`src/rtl/rcia_pkg.sv`:
```
// Shared types and constants for the reference-counted id allocator.
// No dependencies; every other file in rtl/ imports this package.
package rcia_pkg;

    localparam int ID_W  = 10;
    localparam int CMD_W = 2;
    localparam int ST_W  = 2;

    typedef enum logic [CMD_W-1:0] {
        CMD_ALLOC_NEW = 2'd0,
        CMD_ALLOC_REQ = 2'd1,
        CMD_RELEASE   = 2'd2,
        CMD_ADD_REF   = 2'd3
    } cmd_t;

    typedef enum logic [ST_W-1:0] {
        ST_OK         = 2'd0,
        ST_EXHAUSTED  = 2'd1,
        ST_STACK_FULL = 2'd2,
        ST_SATURATED  = 2'd3
    } status_t;

    typedef enum logic [1:0] {
        FSM_CLEAR = 2'd0,
        FSM_IDLE  = 2'd1,
        FSM_EXEC  = 2'd2
    } fsm_state_t;

    // Commands from the controller to the datapath.
    typedef struct packed {
        logic clear_step;
        logic capture;
        logic execute;
    } ctrl_t;

    // Status from the datapath to the controller.
    typedef struct packed {
        logic clear_done;
    } dp_status_t;

endpackage

```
`src/rtl/rcia_ctrl.sv`:
```
// Controller state machine of the id allocator: clearing pass, accept, execute.
// Depends on rcia_pkg; drives the handshake and the datapath command struct.
module rcia_ctrl (
    input  logic                 aclk,
    input  logic                 aresetn,
    input  logic                 s_valid,
    output logic                 s_ready,
    output logic                 m_valid,
    input  logic                 m_ready,
    input  rcia_pkg::dp_status_t dp_status,
    output rcia_pkg::ctrl_t      ctrl
);
    import rcia_pkg::*;

    fsm_state_t state_reg, state_next;
    logic       out_valid_reg, out_valid_next;
    logic       out_free;

    assign out_free = !out_valid_reg || m_ready;

    always_comb begin
        state_next = state_reg;
        case (state_reg)
            FSM_CLEAR: begin
                if (dp_status.clear_done) begin
                    state_next = FSM_IDLE;
                end
            end
            FSM_IDLE: begin
                if (s_valid) begin
                    state_next = FSM_EXEC;
                end
            end
            FSM_EXEC: begin
                if (out_free) begin
                    state_next = FSM_IDLE;
                end
            end
            default: state_next = FSM_CLEAR;
        endcase
    end

    always_comb begin
        ctrl           = '0;
        s_ready        = 1'b0;
        case (state_reg)
            FSM_CLEAR: ctrl.clear_step = 1'b1;
            FSM_IDLE: begin
                s_ready      = 1'b1;
                ctrl.capture = s_valid;
            end
            FSM_EXEC: ctrl.execute = out_free;
            default: ctrl = '0;
        endcase
    end

    always_comb begin
        out_valid_next = out_valid_reg;
        if (ctrl.execute) begin
            out_valid_next = 1'b1;
        end else if (m_ready) begin
            out_valid_next = 1'b0;
        end
    end

    assign m_valid = out_valid_reg;

    always_ff @(posedge aclk) begin
        if (!aresetn) begin
            state_reg     <= FSM_CLEAR;
            out_valid_reg <= 1'b0;
        end else begin
            state_reg     <= state_next;
            out_valid_reg <= out_valid_next;
        end
    end

`ifndef NO_ASSERTIONS
    // A result is only written into the output register when it is free.
    a_exec_into_free: assert property (@(posedge aclk) disable iff (!aresetn)
        ctrl.execute |-> (!out_valid_reg || m_ready))
        else $error("result loaded over an untaken word");

    // Each accepted word is executed before the next one is taken.
    a_capture_then_exec: assert property (@(posedge aclk) disable iff (!aresetn)
        ctrl.capture |=> (!s_ready && !ctrl.clear_step))
        else $error("new word taken before the previous one was executed");
`endif

endmodule

```
`config.mk`:
```
export PLATFORM = sky130hd
export DESIGN_NAME = rcia_ctrl
export DESIGN_NICKNAME = d
export VERILOG_FILES = /design/src/rtl/rcia_pkg.sv /design/src/rtl/rcia_ctrl.sv
export SDC_FILE = /design/constraint.sdc
export NUM_CORES = 1
export LEC_CHECK = 0
export ABC_CLOCK_PERIOD_IN_PS = 1900
export BUFFER_PORTS_ARGS = -buffer_cell sky130_fd_sc_hd__buf_2
export CORE_AREA = 2 2 39 41
export CTS_BUF_LIST = sky130_fd_sc_hd__clkbuf_2 sky130_fd_sc_hd__clkbuf_4 sky130_fd_sc_hd__clkbuf_8
export DETAILED_ROUTE_END_ITERATION = 6
export DIE_AREA = 0 0 41 43
export GPL_TIMING_DRIVEN = 0
export PLACE_DENSITY = 0.4
export SLEW_MARGIN = 20
export SYNTH_ARGS = -nofsm -noshare
export SYNTH_HDL_FRONTEND = slang
export SYNTH_SLANG_ARGS = --single-unit
```
`constraint.sdc`:
```
create_clock -name aclk -period 1.9 [get_ports aclk]
set_input_delay 0.475 -clock aclk [delete_from_list [all_inputs] [get_ports aclk]]
set_output_delay 0.475 -clock aclk [all_outputs]
set_load 0.01 [all_outputs]
```
==> flow_summary.yaml <==
run_status:
  outcome: "complete, no violations"
yosys:
  synth_cell_type_count: 10
  synth_area_um2: 150
  synth_cells: 16
  synth_common_cells: "dfxtp_1 (3), nor2_1 (3), nor2b_2 (2), o21a_1 (2)"
  synth_top_area_cell: "dfxtp_1"
  synth_enable_flop_cells: 0
  syn-mean-instance-area_um2: 9.38
  syn-num-nets: 21
  synth_seq_cells: 3
  async_flop_share: 0
  seq_area_frac_synth: 0.400
  synth_area_leaders: "dfxtp_1 (40%), nor2b_2 (12%), o21a_1 (10%)"
  netlist.area_leader.share: 0.400
  yosys_warnings: 0
  synth-main-ff-cell: "dfxtp_1"
worst_setup_path:
  r2r_slack_ps: 970
  crit_type: "in2out"
  crit_path_frequent_cell: "buf_2"
  cpPeakStageDelay_ps: 170
  end_kind: "primary output"
  cp.arrival_ps: 1140
  critPathMaxFanout: 3
  critical_path.top_delay_family: "buffers and inverters"
  required_ps: 1420
  cp-start-kind: "input pin"
  critPathBufInv: 3
  critPathSlowestCell: "nor2b_2"
  crit_chain: "buf_2 > nand2b_1 > nor2b_2 > buf_4 > buf_2"
clocking:
  clk_pin_slew_ps: 40
  hold_buffers: 0
  cts_tree: "built"
  post_cts_resized: 0
  clk_path_buf_depth: 2
  numCtsBuffers: 3
  cts_setup_buffers: 0
  clock_sinks: 3
  htreeDepth: 1
  root_buffer: "clkbuf_4"
  clkLatencyLatePin_ps: 240
route:
  dr_wl_met3_um: 72
  top_layer: "met4"
  viasPerCell: 3.40
  firstDrtPassIters: 4
  drt_iter0_drc: 3
  dr_total_vias: 153
  wl_met1_um: 177
  wl_met2_um: 96
  drc: 0
  routed_wirelength_um: 362
  routedWlPerCell_um: 8.04
  drtAntennaViolNets: 0
timing:
  worst_pin_slew_ps: 199
  relSlewSlack: 0.867
  maxSlewViolCount: 0
  post-route-period-util: 0.852
  skew_ps: 1.57
  finalSetupViolations: 0
  rsz0062_at_grt: "false"
  fin_crit_ps: 1620
  fmax_mhz: 618
  hold_viol: 0
  fin_tns_setup_ps: 0
floorplan:
  start_util: 0.108
  die_h_um: 43
  die_area_um2: 1760
  row_count: 14
  core_um2: 1380
  io-pin-count: 10
  die_x_um: 41
grt:
  overflow: 0
  grt_start_max_net_pins: 6
  grt_pass1_vias: 136
  grt_usage: 0.0601
  grt_antenna_before_repair: 0
  grt_pass1_wl_um: 579
layout:
  syn_to_final_growth_pct: 63.3
  drive_gt1_frac: 0.621
  fin_cells: 45
  nets: 35
  n_antenna_cell: 0
  multi_input_area_um2: 82.6
  nFillCells: 162
  regArea_um2: 60.1
  largest_register_ffs: 2
worst_hold_path:
  hold_path_class: "in2reg"
placement:
  gp_congestion: 0.593
  io_buffers: 9
  dp_cells: 41
job:
  maxCapViolCount: 0
power:
  p_leak_nw: 0.116
  ir_worst_vdd_mv: 0.180
  powerDensity_nw_per_um2: 952
[where the power goes]
part / internal (mW) / switching [mW] / total (mW)
clock network: 0.0933 / 0.0384 / 0.132
registers: 0.0669 / 0.00359 / 0.0705
logic: 0.0178 / 0.0135 / 0.0313
[metrics by stage]
step	hold slack (ps)	setup slack, ps	power, mW	area [µm²]	util
after floorplan	533	527	0.0896	150	-
after global placement	528	281	0.103	215	0.156
after detailed placement	525	283	0.103	215	0.156
after CTS	463	280	0.241	245	0.177
after global routing	477	223	0.254	245	0.177
final	471	281	0.233	245	0.177
[worst paths after layout]
check / startpoint / endpoint / cells after the start
setup reg to reg: state_reg[0]$_SDFFE_PN0P_ / state_reg[1]$_SDFFE_PN0P_ / 3
setup / recovery: m_ready / ctrl[0] / 5
hold / removal: aresetn / state_reg[0]$_SDFFE_PN0P_ / 2
hold reg to reg: m_valid$_SDFFE_PN0P_ / m_valid$_SDFFE_PN0P_ / 2
[kinds of logic after synthesis]
| group | Yosys count | synth area share |
|---|---|---|
| AO/OA/AOI/OAI | 4 | 0.200 |
| flip-flops | 3 | 0.400 |
| AND/OR/NAND/NOR | 8 | 0.350 |
| buffers and inverters | 1 | 0.0500 |
[layout by cell type, fill, tap and decap left out]
master    count
nor2b_2       2
o21a_1        2
nand2b_1      1
nor2_1        3
a211oi_1      1
buf_2         9
clkbuf_4      4
buf_4         1
and2_4        1
nand2b_2      1
dfxtp_1       3
a21boi_0      1
[area by class of cell]
cell class | instances | area share
well taps | 16 | 0.0816
clock buffers | 4 | 0.122
repair buffers | 9 | 0.184
flip-flops and latches | 3 | 0.245
multi-input cells | 12 | 0.337
plain buffers | 1 | 0.0306
[metal layers]
metal | vias to the layer above | GRT usage
li1 | 79 | -
met1 | 60 | 0.0703
met2 | 12 | 0.0406
met3 | 2 | 0.0524
met4 | 0 | 0.100
met5 | - | 0
Power figures use the tool's default switching activity.
